`config.mk`:
```
export PLATFORM = sky130hd
export DESIGN_NAME = nsel_depth_mem
export DESIGN_NICKNAME = d
export VERILOG_FILES = /design/src/hdl/nsel_depth_mem.sv
export SDC_FILE = /design/constraint.sdc
export NUM_CORES = 2
export LEC_CHECK = 0
export BUFFER_PORTS_ARGS = -buffer_cell sky130_fd_sc_hd__buf_2
export CAP_MARGIN = 20
export CORE_MARGIN = 1
export CORE_UTILIZATION = 48
export CTS_CLUSTER_DIAMETER = 120
export DETAILED_ROUTE_END_ITERATION = 16
export PLACE_DENSITY = 0.68
export SYNTH_ARGS = -nofsm -noshare
export SYNTH_HDL_FRONTEND = slang
export SYNTH_SLANG_ARGS = --single-unit
```
`constraint.sdc`:
```
create_clock -name clk -period 3.4 [get_ports clk]
set_input_delay 1.02 -clock clk [delete_from_list [all_inputs] [get_ports clk]]
set_output_delay 1.02 -clock clk [all_outputs]
set_load 0.01 [all_outputs]
```
`src/hdl/nsel_depth_mem.sv`:
```
`default_nettype none
// ---------------------------------------------------------------------------
// nsel_depth_mem
// Shared nesting depth memory, one entry per resource and session,
// registered read.
// ---------------------------------------------------------------------------
module nsel_depth_mem #(
	parameter int DEPTH  = 256,
	parameter int ADDR_W = 8,
	parameter int DATA_W = 16
) (
	input  wire logic              clk,
	input  wire logic              rd_en,
	input  wire logic [ADDR_W-1:0] rd_addr,
	output logic      [DATA_W-1:0] rd_data,
	input  wire logic              wr_en,
	input  wire logic [ADDR_W-1:0] wr_addr,
	input  wire logic [DATA_W-1:0] wr_data
);
	logic [DATA_W-1:0] mem [DEPTH];

	always_ff @(posedge clk) begin
		if (wr_en) begin
			mem[wr_addr] <= wr_data;
		end
	end

	always_ff @(posedge clk) begin
		if (rd_en) begin
			rd_data <= mem[rd_addr];
		end
	end

endmodule
`default_nettype wire

```
==> results.py <==
metrics = {
    "cts": {
        "clk_pin_slew_ns": 0.06,
        "cts-root-buf": "clkbuf_16",
        "h-tree-depth": 5,
        "clock_path_buffers": 4,
        "postCtsSetupRepairBufs": 0,
        "cts_tree": "done",
        "numCtsBuffers": 405,
        "clk-insertion-delay-late_ns": 0.97,
        "cts.sinks": 4112,
    },
    "synth": {
        "synth_top_area_share_pct": 77.72,
        "syn_area_um2": 158900,
        "seq_area_frac_synth_pct": 77.72,
        "async_flop_share_pct": 0,
        "synth_cell_type_count": 51,
        "ys_ff_latch": 4112,
        "synth_area_leader_cell": "edfxtp_1",
        "postSynthCellCount": 7360,
        "yosysWarnings": 0,
        "synth_area_per_cell_um2": 21.59,
        "synth_area_leaders": "edfxtp_1 78%, mux4_2 11%, mux2i_1 3.6%, o221ai_1 1.4%, nor2_1 0.72%",
        "synth_edf_count": 4112,
        "syn_nets": 7395,
        "synthFlopType": "edfxtp_1",
    },
    "sta": {
        "tns_ns": 0,
        "fmax_mhz": 295.4,
        "final_period_minus_worst_setup_slack_ns": 3.385,
        "hold_slack_ns": 0.3267,
        "setup_violations": 0,
        "worst_pin_slew_ns": 1.073,
        "final_hold_viol_count": 0,
        "grt_setup_unrepaired": "no",
        "min_period_over_period_pct": 99.56,
        "final_max_slew_viol_count": 0,
        "clock_skew_ns": 0.07371,
        "timing.slew.headroom_pct": 27.87,
    },
    "drt": {
        "route.detailed.drc": 0,
        "wire_per_inst_um": 32.83,
        "wl_um": 427900,
        "drtPass1Iterations": 6,
        "detail-route-antenna-nets": 0,
        "routed_via_density": 6.302,
        "dr.first_iter.drc_count": 11010,
        "via_count": 82120,
    },
    "setup_path": {
        "critPathKind": "in2reg",
        "path_max_fanout": 31,
        "start_kind": "primary input",
        "end_kind": "register",
        "required_ns": 4.15,
        "cp.arrival_ns": 4.14,
    },
    "finish": {
        "multiInputGateArea_um2": 32900,
        "area_growth_pct": 16.16,
        "ff_latch_area_um2": 123500,
        "final_common_cell": "edfxtp_1",
        "fill_cells": 23700,
        "drive_gt1_share_pct": 29.22,
        "stdcell_area_um2": 184600,
        "nNetsFinal": 8374,
        "final_cell_mix": "4112 x edfxtp_1, 818 x buf_4, 797 x mux4_2, 565 x mux2i_1, 408 x clkbuf_16",
    },
    "flow_run": {
        "maxCapViolCount": 0,
    },
    "die": {
        "io_pins": 51,
        "die_w_um": 577.3,
        "core-area_um2": 328200,
        "die-area_um2": 333300,
        "std_cell_rows": 210,
        "die_h_um": 577.3,
        "initial_utilization_pct": 48.41,
    },
    "placed_design": {
        "hpwl_um": 267100,
        "gp_congestion": 0.9426,
        "post_dp_cell_area_um2": 171500,
        "io_buffers": 50,
    },
    "global_routing": {
        "gr-usage-all-layers_pct": 25.55,
        "grt_pass1_vias": 82040,
        "antenna_found_initial": 33,
        "grt_pass1_wl_um": 607200,
        "grt_overflow": 0,
        "grt_max_degree": 121,
    },
    "outcome": {
        "run_status": "completed",
    },
    "pwr": {
        "power_density_nw_per_um2": 571.9,
        "power_leakage_nw": 59.73,
        "peakVddDrop_mv": 0.5144,
    },
    "worst_hold_path": {
        "holdCritPathClass": "in2reg",
    },
}
## state kept, by name (all words and copies together), names as in the netlist
name	flops
rd_data	16
mem	4096
## worst paths after layout
check	from	end	slack [ns]	depth (start not counted)
max reg2reg	mem[11][3]$_DFFE_PP_	rd_data[3]$_DFFE_PP_	0.41	7
min reg2reg	mem[232][10]$_DFFE_PP_	rd_data[10]$_DFFE_PP_	1.17	6
min	wr_data[13]	mem[98][13]$_DFFE_PP_	0.33	1
max	rd_addr[1]	rd_data[15]$_DFFE_PP_	0.02	10
## logic make-up after synthesis
family	Yosys count	share of synthesized area (%)
buffers and inverters	456	1.692
AO/OA/AOI/OAI	786	3.534
flip-flops	4112	77.72
AND/OR/NAND/NOR	556	1.573
multiplexers	1450	15.48
## through the flow
stage | utilization (%) | power (mW) | setup WS (ns) | instances
6_report | 56.24 | 105.6 | 0.01513 | 13030
3_3_place_gp | 52.26 | 62.76 | -1.185 | 12280
5_1_grt | 56.23 | 108.1 | 0.002572 | 13020
4_1_cts | 56.21 | 106.0 | 0.04927 | 13010
3_5_place_dp | 52.26 | 62.87 | -1.173 | 12280
2_1_floorplan | - | 59.78 | 0.1311 | 7360
## synthesized netlist by cell type (32+ instances only)
cell	n
buf_6	77
o22ai_1	148
nor2_1	304
mux2_2	88
edfxtp_1	4112
nand3_1	35
a22oi_1	43
o221ai_1	252
nand2_1	38
o21ai_0	37
mux2i_1	565
nor3_1	92
mux4_2	797
buf_2	76
clkbuf_1	230
a22o_1	32
a21oi_1	175
## repair_timing
action / in CTS / in global routing
pin swaps: 0 / 1
cloned: 0 / 0
hold buffers: 0 / 0
resized for setup: 6 / 10
setup endpoints to repair: 6 / 8
## report_power, final
group,internal (mW),switching [mW],total (mW)
clock,24.5,19.2,43.7
sequential,55.9,0.0656,56.0
combinational,2.25,3.64,5.89
total,82.6,22.9,106
## routing by layer
metal  vias to the layer above  GRT usage, %  part of all wire [%]
met1                     43540         35.41                    38
met3                       734         5.490                    10
met2                      4515         40.33                    48
met4                        18         9.119                   3.8
met5                         -             0                 0.028
li1                      33310             -                     -
## final cells by class
class / count / share of cell area, %
Sequential cell: 4112 / 66.91
Multi-Input combinational cell: 2792 / 17.83
Clock buffer: 494 / 5.707
Timing Repair Buffer: 1024 / 5.262
Tap cell: 4346 / 2.946
Clock inverter: 242 / 1.310
Antenna cell: 18 / 0.02441
Inverter: 4 / 0.01492
## worst max-delay path, stage by stage
cell      delay [ns]
buf_8           0.18
buf_12          0.18
or2_4           0.33
buf_4           0.29
o221ai_1        0.33
a21oi_1         0.11
o31ai_1         0.90
o32ai_1         0.20
buf_4           0.22
nor4_1          0.31
Note: power is estimated with default switching activity, not from simulation.
