--- src/hdl/nsel_pkg.sv ---
`default_nettype none
// ---------------------------------------------------------------------------
// nsel_pkg
// Shared codes and types of the nested shared/exclusive lock table.
// ---------------------------------------------------------------------------
package nsel_pkg;

	// lock kinds, also used as requested lock type and held type
	localparam int KIND_W = 2;
	localparam logic [KIND_W-1:0] KIND_NONE   = 2'd0;
	localparam logic [KIND_W-1:0] KIND_EXCL   = 2'd1;
	localparam logic [KIND_W-1:0] KIND_SHARED = 2'd2;

	// request actions
	localparam logic [1:0] ACT_ACQUIRE     = 2'd0;
	localparam logic [1:0] ACT_RELEASE     = 2'd1;
	localparam logic [1:0] ACT_RELEASE_ALL = 2'd2;
	localparam logic [1:0] ACT_QUERY       = 2'd3;

	// result status codes
	localparam logic [2:0] ST_OK          = 3'd0;
	localparam logic [2:0] ST_NEST_EXCL   = 3'd1;
	localparam logic [2:0] ST_NEST_SHARED = 3'd2;
	localparam logic [2:0] ST_BAD_TYPE    = 3'd3;
	localparam logic [2:0] ST_BAD_KEY     = 3'd4;
	localparam logic [2:0] ST_TIMEOUT     = 3'd5;
	localparam logic [2:0] ST_NOT_LOCKED  = 3'd6;

	localparam int KEY_W     = 32;
	localparam int S_TDATA_W = 48;

	// control and status of one update
	typedef struct packed {
		logic [2:0]        status;
		logic              may_access;
		logic [KIND_W-1:0] held_type;
		logic              key_take;
	} upd_ctl_t;

endpackage
`default_nettype wire

--- src/hdl/nsel_update.sv ---
`default_nettype none
// ---------------------------------------------------------------------------
// nsel_update
// Lock update logic: takes one request and the entries read for it,
// gives the entries to write back and the owner's standing afterwards.
// ---------------------------------------------------------------------------
module nsel_update #(
	parameter int SES_W = 4,
	parameter int CNT_W = 5,
	parameter int DB    = 16
) (
	input  wire logic [1:0]                  act,
	input  wire logic [nsel_pkg::KIND_W-1:0] typ,
	input  wire logic [SES_W-1:0]            owner,
	input  wire logic                        key_given,
	input  wire logic [nsel_pkg::KEY_W-1:0]  key_value,
	input  wire logic [nsel_pkg::KEY_W-1:0]  key_ctr,
	input  wire logic [nsel_pkg::KIND_W-1:0] kind,
	input  wire logic [SES_W-1:0]            holder,
	input  wire logic [DB-1:0]               enest,
	input  wire logic [nsel_pkg::KEY_W-1:0]  gkey,
	input  wire logic [CNT_W-1:0]            cnt,
	input  wire logic [DB-1:0]               sd,
	output logic      [nsel_pkg::KIND_W-1:0] n_kind,
	output logic      [SES_W-1:0]            n_holder,
	output logic      [DB-1:0]               n_enest,
	output logic      [nsel_pkg::KEY_W-1:0]  n_gkey,
	output logic      [CNT_W-1:0]            n_cnt,
	output logic      [DB-1:0]               n_sd,
	output logic      [nsel_pkg::KEY_W-1:0]  akey,
	output logic      [DB-1:0]               hdepth,
	output nsel_pkg::upd_ctl_t               ctl
);
	import nsel_pkg::*;

	localparam logic [DB-1:0] DMAX = '1;

	logic             rel_all;
	logic             grant;
	logic             sd_nz;
	logic             own_excl;
	logic [CNT_W-1:0] cnt_dec;

	always_comb begin
		n_kind   = kind;
		n_holder = holder;
		n_enest  = enest;
		n_gkey   = gkey;
		n_cnt    = cnt;
		n_sd     = sd;
		akey     = '0;
		ctl      = '0;
		ctl.status = ST_OK;
		rel_all  = (act == ACT_RELEASE_ALL);
		grant    = 1'b0;
		cnt_dec  = cnt;
		sd_nz    = (sd != '0);
		own_excl = (kind == KIND_EXCL) && (holder == owner);

		unique case (act)
			ACT_ACQUIRE: begin
				if (typ != KIND_EXCL && typ != KIND_SHARED) begin
					ctl.status = ST_BAD_TYPE;
				end else if (typ == KIND_EXCL && key_given) begin
					ctl.status = ST_BAD_KEY;
				end else begin
					if (kind == KIND_NONE) begin
						grant = 1'b1;
					end else if (typ == KIND_EXCL) begin
						grant = own_excl;
					end else if (kind != KIND_SHARED) begin
						grant = 1'b0;
					end else begin
						grant = sd_nz || (key_given && gkey == key_value);
					end

					if (!grant) begin
						ctl.status = ST_TIMEOUT;
					end else if (typ == KIND_EXCL) begin
						if (kind == KIND_EXCL) begin
							n_enest    = (enest == DMAX) ? enest : enest + DB'(1);
							ctl.status = ST_NEST_EXCL;
						end else begin
							n_kind   = KIND_EXCL;
							n_holder = owner;
							n_enest  = DB'(1);
						end
					end else if (kind == KIND_SHARED) begin
						// join or nest in the existing group
						if (!sd_nz) begin
							n_cnt = cnt + CNT_W'(1);
						end
						n_sd       = (sd == DMAX) ? sd : sd + DB'(1);
						akey       = gkey;
						ctl.status = sd_nz ? ST_NEST_SHARED : ST_OK;
					end else begin
						// new group takes the next key
						n_kind       = KIND_SHARED;
						n_gkey       = key_ctr;
						ctl.key_take = 1'b1;
						n_cnt        = CNT_W'(1);
						n_sd         = DB'(1);
						akey         = key_ctr;
					end
				end
			end
			ACT_RELEASE, ACT_RELEASE_ALL: begin
				if (own_excl) begin
					if (rel_all || enest <= DB'(1)) begin
						n_enest = '0;
						n_kind  = KIND_NONE;
					end else begin
						n_enest = enest - DB'(1);
					end
				end else if (kind == KIND_SHARED && sd_nz) begin
					n_sd = rel_all ? '0 : sd - DB'(1);
					if (n_sd == '0) begin
						cnt_dec = (cnt != '0) ? cnt - CNT_W'(1) : cnt;
						n_cnt   = cnt_dec;
						if (cnt_dec == '0) begin
							n_kind = KIND_NONE;
						end
					end
				end else if (!rel_all) begin
					ctl.status = ST_NOT_LOCKED;
				end
			end
			ACT_QUERY: begin
			end
		endcase

		// owner's standing after the update
		ctl.may_access = 1'b0;
		ctl.held_type  = KIND_NONE;
		hdepth         = '0;
		if (n_kind == KIND_NONE) begin
			ctl.may_access = 1'b1;
		end else if (n_kind == KIND_EXCL) begin
			if (n_holder == owner) begin
				ctl.may_access = 1'b1;
				ctl.held_type  = KIND_EXCL;
				hdepth         = n_enest;
			end
		end else if (n_kind == KIND_SHARED && n_sd != '0) begin
			ctl.may_access = 1'b1;
			ctl.held_type  = KIND_SHARED;
			hdepth         = n_sd;
		end
	end

endmodule
`default_nettype wire

--- config.mk ---
export PLATFORM = sky130hd
export DESIGN_NAME = nsel_update
export DESIGN_NICKNAME = d
export VERILOG_FILES = /design/src/hdl/nsel_pkg.sv /design/src/hdl/nsel_update.sv
export SDC_FILE = /design/constraint.sdc
export NUM_CORES = 1
export LEC_CHECK = 0
export BUFFER_PORTS_ARGS = -buffer_cell sky130_fd_sc_hd__buf_2
export CORE_AREA = 2 2 107 109
export DETAILED_ROUTE_END_ITERATION = 10
export DIE_AREA = 0 0 109 111
export PLACE_DENSITY = 0.83
export SLEW_MARGIN = 25
export SYNTH_ARGS = -nofsm -noshare
export SYNTH_HDL_FRONTEND = slang
export SYNTH_SLANG_ARGS = --single-unit
--- constraint.sdc ---
create_clock -name vclk -period 8.57
set_input_delay 0.857 -clock vclk [all_inputs]
set_output_delay 0.857 -clock vclk [all_outputs]
set_load 0.03 [all_outputs]
==> metrics.md, run 1 <==
| Metric | Value |
|---|---|
| FFs & Latches | 0 |
| Hpwl dp | 19,500 um |
| Yosys top cell by area | mux2_2 |
| Final GP Congestion | between 1 and 1.5 |
| Worst EP required | a little under 8000 ps |
| Max-Cap Viols | 0 |
| Multi-input logic area | 4640 um^2 |
| First-pass GRT wire length | 38,300 um |
| Routed WL per cell | 21.6 um |
| Fin nets | roughly 1,200 |
| Vias in the first global route | 7,089 |
| Power per cell area | 67.1 nW/um^2 |
| Maximum VDD drop | 0.0438 mV |
| Slowest CP cell | nor4_4 |
| Die X | roughly 110 um |
| Worst path top cell family by delay | simple AND/OR/NAND/NOR gates |
| Initial DRC Count | 902 |
| Post-CTS sizing | 0 |
| Post-Syn Instances | 797 |
| Vias/cell | approximately 6.7 |
| Crit end category | output port |
| RSZ-0062 raised after global routing | no |
| I/O Pins | 278 |
| Die height | about 110 um |
| Share of the synthesized area in the top cell type | 0.0804 |
| Pin count of the biggest net entering global routing | 55 |
| Routed Antenna Nets | 0 |
| Seq. cell area | 0 um^2 |
| FMAX | 0.157 GHz |
| Slew @ Worst Pin | ~900 ps |
| Hold crit path type | in2out |
| Critical path buffer and inverter count | 3 |
| Worst-path cell chain | buf_2 > inv_1 > ha_1 > or4b_2 > nor4_4 > nor3_1 > o21ai_2 > a21oi_2 > nor4b_2 > or2_2 > and3_1 > a22o_1 > buf_2 |
| Fin Hold WS | 2090 ps |
| Pins over their slew limit | 0 |
| Crit Path Max Fanout | 17 |
| Crit path time final | 6360 ps |
| Syn Std Cell Area | 5040 um^2 |
| Netlist cell types | 81 |
| Startpoint Class | input port |
| Core Area | 11,100 um^2 |
| Mapped Nets | 957 |
| Area contributors post-synth | mux2_2, xnor2_1, a22o_1, nand2_1, a21oi_1 |
| Number of synthesis warnings | 0 |
| Vias | about 7,700 |
| Final worst path period share | 0.742 |
| Post-CTS Setup Bufs | 0 |
| Crit Path Category | in2out |
| PortBufs | 278 |
| Final Hold Vio Count | 0 |
| Total GRT Usage | 0.393 |
| Syn avg cell area | 6.33 um^2 |
| Final wirelength | 25,000 um |
| Initial antenna violation count | 2 |
| Cts hold-fix bufs | 0 |
| Utilization of the core after routing | 0.577 |
| GRT Residual Overflow | 0 |
| Power Total | 0.000429 W |
| Lkg Pwr | approximately 2.8 nW |
| Critical Path AT | 5500 ps |
| Pre-antenna DRT Iters | 7 |
| Most used cell, CP | buf_2 |
| Share of cells above drive strength 1 | 0.341 |
| TNS Setup | 0 ps |
| Status | completed |
| Register area share after synthesis | 0 |
| Max-slew headroom | 0.400 |
| Final setup vio count | 0 |
| Fillers | roughly 1,200 |
| Initial Util | 0.455 |
| # clk buffers | 0 |
| Max incr delay on CP | ~730 ps |
| Row cnt | 39 |
| Synth-to-layout area growth | 26.7% |
| Die Area | 12,100 um^2 |
| Drt drc | 0 |
cell families after synthesis:
family | Yosys count | share of synthesized area
fa+ha+maj | 12 | 0.0298
mux | 43 | 0.0953
buf+inv | 104 | 0.0843
simple gates | 321 | 0.331
xor+xnor | 44 | 0.0764
compound gates | 273 | 0.383
cell usage after synthesis (4+ instances only):
master	count
nor3_1	38
and2_1	4
buf_1	7
nand2_1	84
buf_2	4
nor2_1	60
ha_1	12
mux2_2	36
a211oi_1	9
nor2b_1	10
o21ai_0	47
o211a_1	4
a32o_1	4
o221ai_1	6
inv_1	32
xnor2_1	40
a22o_1	39
mux2i_1	6
nand3_1	25
o211ai_1	14
a21o_1	8
a41oi_1	4
o41ai_1	4
or4_1	5
a31oi_1	10
nand2b_1	6
and3_1	9
or3_1	14
a22oi_1	8
o22ai_1	4
o31ai_1	8
nor4_1	17
o21bai_1	4
a21oi_1	55
xor2_1	4
clkbuf_1	56
nand4_1	20
cell usage in the layout, fill, tap and decap left out, drive strengths merged, types with 5 or more instances in the layout:
cell,instances
mux2,37
nor2,61
a2111oi,5
nor2b,10
inv,32
buf,285
nand4,20
nand3,25
a211oi,9
o211ai,14
nor4,19
or2,5
o21ai,51
a21o,8
o221ai,6
mux2i,6
a31oi,10
o31ai,8
or4,7
ha,12
a22oi,8
nand2b,6
a21oi,57
nand2,85
and3,9
nor3,38
xnor2,40
a22o,39
or3,14
power breakdown:
part | internal [W] | total (W) | switching, W
clock | 0.0000000000313 | 0.0000000000313 | 0
sequential | 0 | 0 | 0
combinational | 0.000137 | 0.000429 | 0.000292
total | 0.000137 | 0.000429 | 0.000292
per-layer routing:
metal | global-route usage | part of all wire
met4 | 0.174 | 0.053
met1 | 0.489 | 0.37
met3 | 0.0876 | 0.11
met2 | 0.638 | 0.46
met5 | 0 | 0
tightest hold or removal path: stages:
cell,delay [ps]
buf_2,100
nand2_1,50
a21oi_1,50
buf_2,170
path summary, 6_finish.rpt:
path	start	end	slack [ps]	depth (start not counted)
worst min-delay path	key_ctr[14]	akey[14]	2090	4
worst max-delay path	sd[0]	hdepth[3]	2210	13
stage by stage:
step / instance area (um^2) / setup slack (ps) / std cells
floorplan: 5040 / 3040 / 797
global placement: 6360 / 2410 / 1153
detailed placement: 6370 / 2320 / 1153
CTS: 6370 / 2330 / 1153
global route: 6390 / 1760 / 1155
finish: 6390 / 2210 / 1155
final cells by class:
class,count,share of cell area
Antenna cell,2,0.000783
Inverter,32,0.0188
Timing Repair Buffer,285,0.226
Multi-Input combinational cell,693,0.726
Tap cell,143,0.0280
Power figures use the tool's default switching activity.
==> inputs of run 2 (changes only) <==
CORE_AREA = 2 2 109 111   (was 2 2 107 109)
DIE_AREA = 0 0 111 113   (was 0 0 109 111)
PLACE_DENSITY = 0.8   (was 0.83)
clock period = 6.6 ns   (was 8.57 ns; I/O delays follow)
==> run 2 against run 1 <==
Effect of this change: first-iteration DRC count increased by 7.6%; via count is 0.42% higher; flip-flop and latch count did not move; setup slack got worse by 1300 ps; clock-buffer cell count stayed put; combinational power increased by 30%; hold slack lost 390 ps; cell count grew 0.43%; global-route usage is 1.6 points lower.
==> metrics.md, run 2 (synthesis results as in run 1) <==
| Metric | Value |
|---|---|
| Slew @ Worst Pin | 910 ps (was 900 ps) |
| TNS Setup | 0 ps (unchanged) |
| Commonest non-fill, non-tap cell in the layout | buf_2 (unchanged) |
| Routed WL per cell | 21.7 um (was 21.6 um) |
| Final worst path period share | 0.868 |
| Drt drc | 0 (unchanged) |
| Max-slew headroom | 0.392 (was 0.400) |
| Crit end category | output port (unchanged) |
| Max incr delay on CP | 630 ps (was 730 ps) |
| Initial Util | 0.447 (was 0.455) |
| Final cell count without fillers | 1,160 (was 1,155) |
| Initial antenna violation count | 2 (unchanged) |
| Post-CTS sizing | 0 (unchanged) |
| Most frequent cells in the layout | buf_2, nand2_1, nor2_1 (unchanged) |
| # clk buffers | 0 (unchanged) |
| Fillers | 1,165 (was 1,150) |
| Final setup vio count | 0 (unchanged) |
| Critical path buffer and inverter count | 4 (was 3) |
| Startpoint Class | input port (unchanged) |
| Total GRT Usage | 0.377 (was 0.393) |
| Hold crit path type | in2out (unchanged) |
| Critical Path AT | 5070 ps (was 5500 ps) |
| Met3 routed WL | 2570 um (was 2830 um) |
| Vias | 7,720 (was 7,688) |
| Hold Path Stages | 4 (unchanged) |
| Power per cell area | 86.9 nW/um^2 (was 67.1 nW/um^2) |
| Final wirelength | 25,200 um (was 25,000 um) |
| Vias in the first global route | 7,234 (was 7,089) |
| PortBufs | 278 (unchanged) |
| Worst-path cell chain | buf_2 > inv_1 > ha_1 > or4b_2 > nor4_4 > buf_4 > nor3_1 > o21ai_2 > a21oi_2 > nor4b_2 > or2_2 > and3_1 > a22o_1 > buf_2 (was buf_2 > inv_1 > ha_1 > or4b_2 > nor4_4 > nor3_1 > o21ai_2 > a21oi_2 > nor4b_2 > or2_2 > and3_1 > a22o_1 > buf_2) |
| Vias/cell | 6.66 (about the same) |
| Final Hold Vio Count | 0 (unchanged) |
| Pre-antenna DRT Iters | 7 (unchanged) |
| Crit path time final | ~5700 ps |
| I/O Pins | 278 (unchanged) |
| Die X | 111 um (was 109 um) |
| Post-CTS Setup Bufs | 0 (unchanged) |
| Row cnt | 39 (unchanged) |
| Top Metal Used | met4 (unchanged) |
| RSZ-0062 raised after global routing | no (unchanged) |
| Hold Crit Start | key_ctr[16] (was key_ctr[14]) |
| Pin count of the biggest net entering global routing | 55 (unchanged) |
| Hpwl dp | 19,900 um (was 19,500 um) |
| Crit Path Category | in2out (unchanged) |
| Core Area | 11,300 um^2 (was 11,100 um^2) |
| Worst EP required | 5940 ps (was 7710 ps) |
| Status | completed (unchanged) |
| Fin nets | 1,177 (was 1,172) |
| Worst path top cell family by delay | simple AND/OR/NAND/NOR gates (unchanged) |
| FFs & Latches | 0 (unchanged) |
| Routed Antenna Nets | 0 (unchanged) |
| Fin Hold WS | 1700 ps (was 2090 ps) |
| Placement Cell Area | 6400 um^2 (was 6370 um^2) |
| FMAX | roughly 0.17 GHz |
| First-pass GRT wire length | 39,000 um (was 38,300 um) |
| Metal-1 WL | 9490 um (was 9210 um) |
| Maximum VDD drop | 0.0568 mV (was 0.0438 mV) |
| Hold EP | akey[16] (was akey[14]) |
| Lkg Pwr | 2.87 nW (was 2.85 nW) |
| Die Area | 12,500 um^2 (was 12,100 um^2) |
| Share of cells above drive strength 1 | 0.345 (was 0.341) |
| Final GP Congestion | 1.04 (was 1.03) |
| Slowest CP cell | or4b_2 (was nor4_4) |
| DP Cell Count | 1,158 (was 1,153) |
| Pins over their slew limit | 0 (unchanged) |
| Synth-to-layout area growth | 27.5% (was 26.7%) |
| Seq. cell area | 0 um^2 (unchanged) |
| Final Instance Area | 6430 um^2 (was 6390 um^2) |
| Die height | 113 um (was 111 um) |
| Most used cell, CP | buf_2 (unchanged) |
| Crit Path Max Fanout | 17 (unchanged) |
| Cts hold-fix bufs | 0 (unchanged) |
| Max-Cap Viols | 0 (unchanged) |
| GRT Residual Overflow | 0 (unchanged) |
| Initial DRC Count | 971 (was 902) |
| Met2 routed WL | 12,000 um (was 11,600 um) |
run 2: layout make-up:
cell class         count  area (um^2)  share of cell area
diodes                 2         5.00            0.000779
inverters             32          120              0.0187
multi-input cells    693         4640               0.722
well taps            143          179              0.0278
repair buffers       290         1480               0.230
run 2: worst max-delay path by stage:
stage,start,endpoint,cells past startpoint
after floorplan,sd[0],hdepth[0],12
after global routing,sd[0],hdepth[14],14
after global placement,sd[0],hdepth[9],14
final,sd[0],hdepth[14],14
after CTS,sd[0],hdepth[14],14
after detailed placement,sd[0],hdepth[14],14
run 2: power breakdown:
part	switching, W	leakage, nW	internal [W]	total, W
registers	0	0	0	0
logic	0.000379	2.87	0.000180	0.000559
clock network	0	0.0000127	0.0000000000405	0.0000000000405
run 2: stage by stage:
stage	utilization	setup slack, ps	power (W)
final	0.570	874	0.000559
after global placement	0.568	1060	0.000541
after detailed placement	0.568	956	0.000543
after CTS	0.568	953	0.000545
after floorplan	-	1460	0.000354
after global routing	0.570	558	0.000591
run 2: metal layers:
| metal | track usage | vias to the layer above |
|---|---|---|
| li1 | - | 3490 |
| met1 | 0.480 | 3541 |
| met3 | 0.0375 | 101 |
| met4 | 0.153 | 0 |
| met5 | 0 | - |
| met2 | 0.654 | 588 |
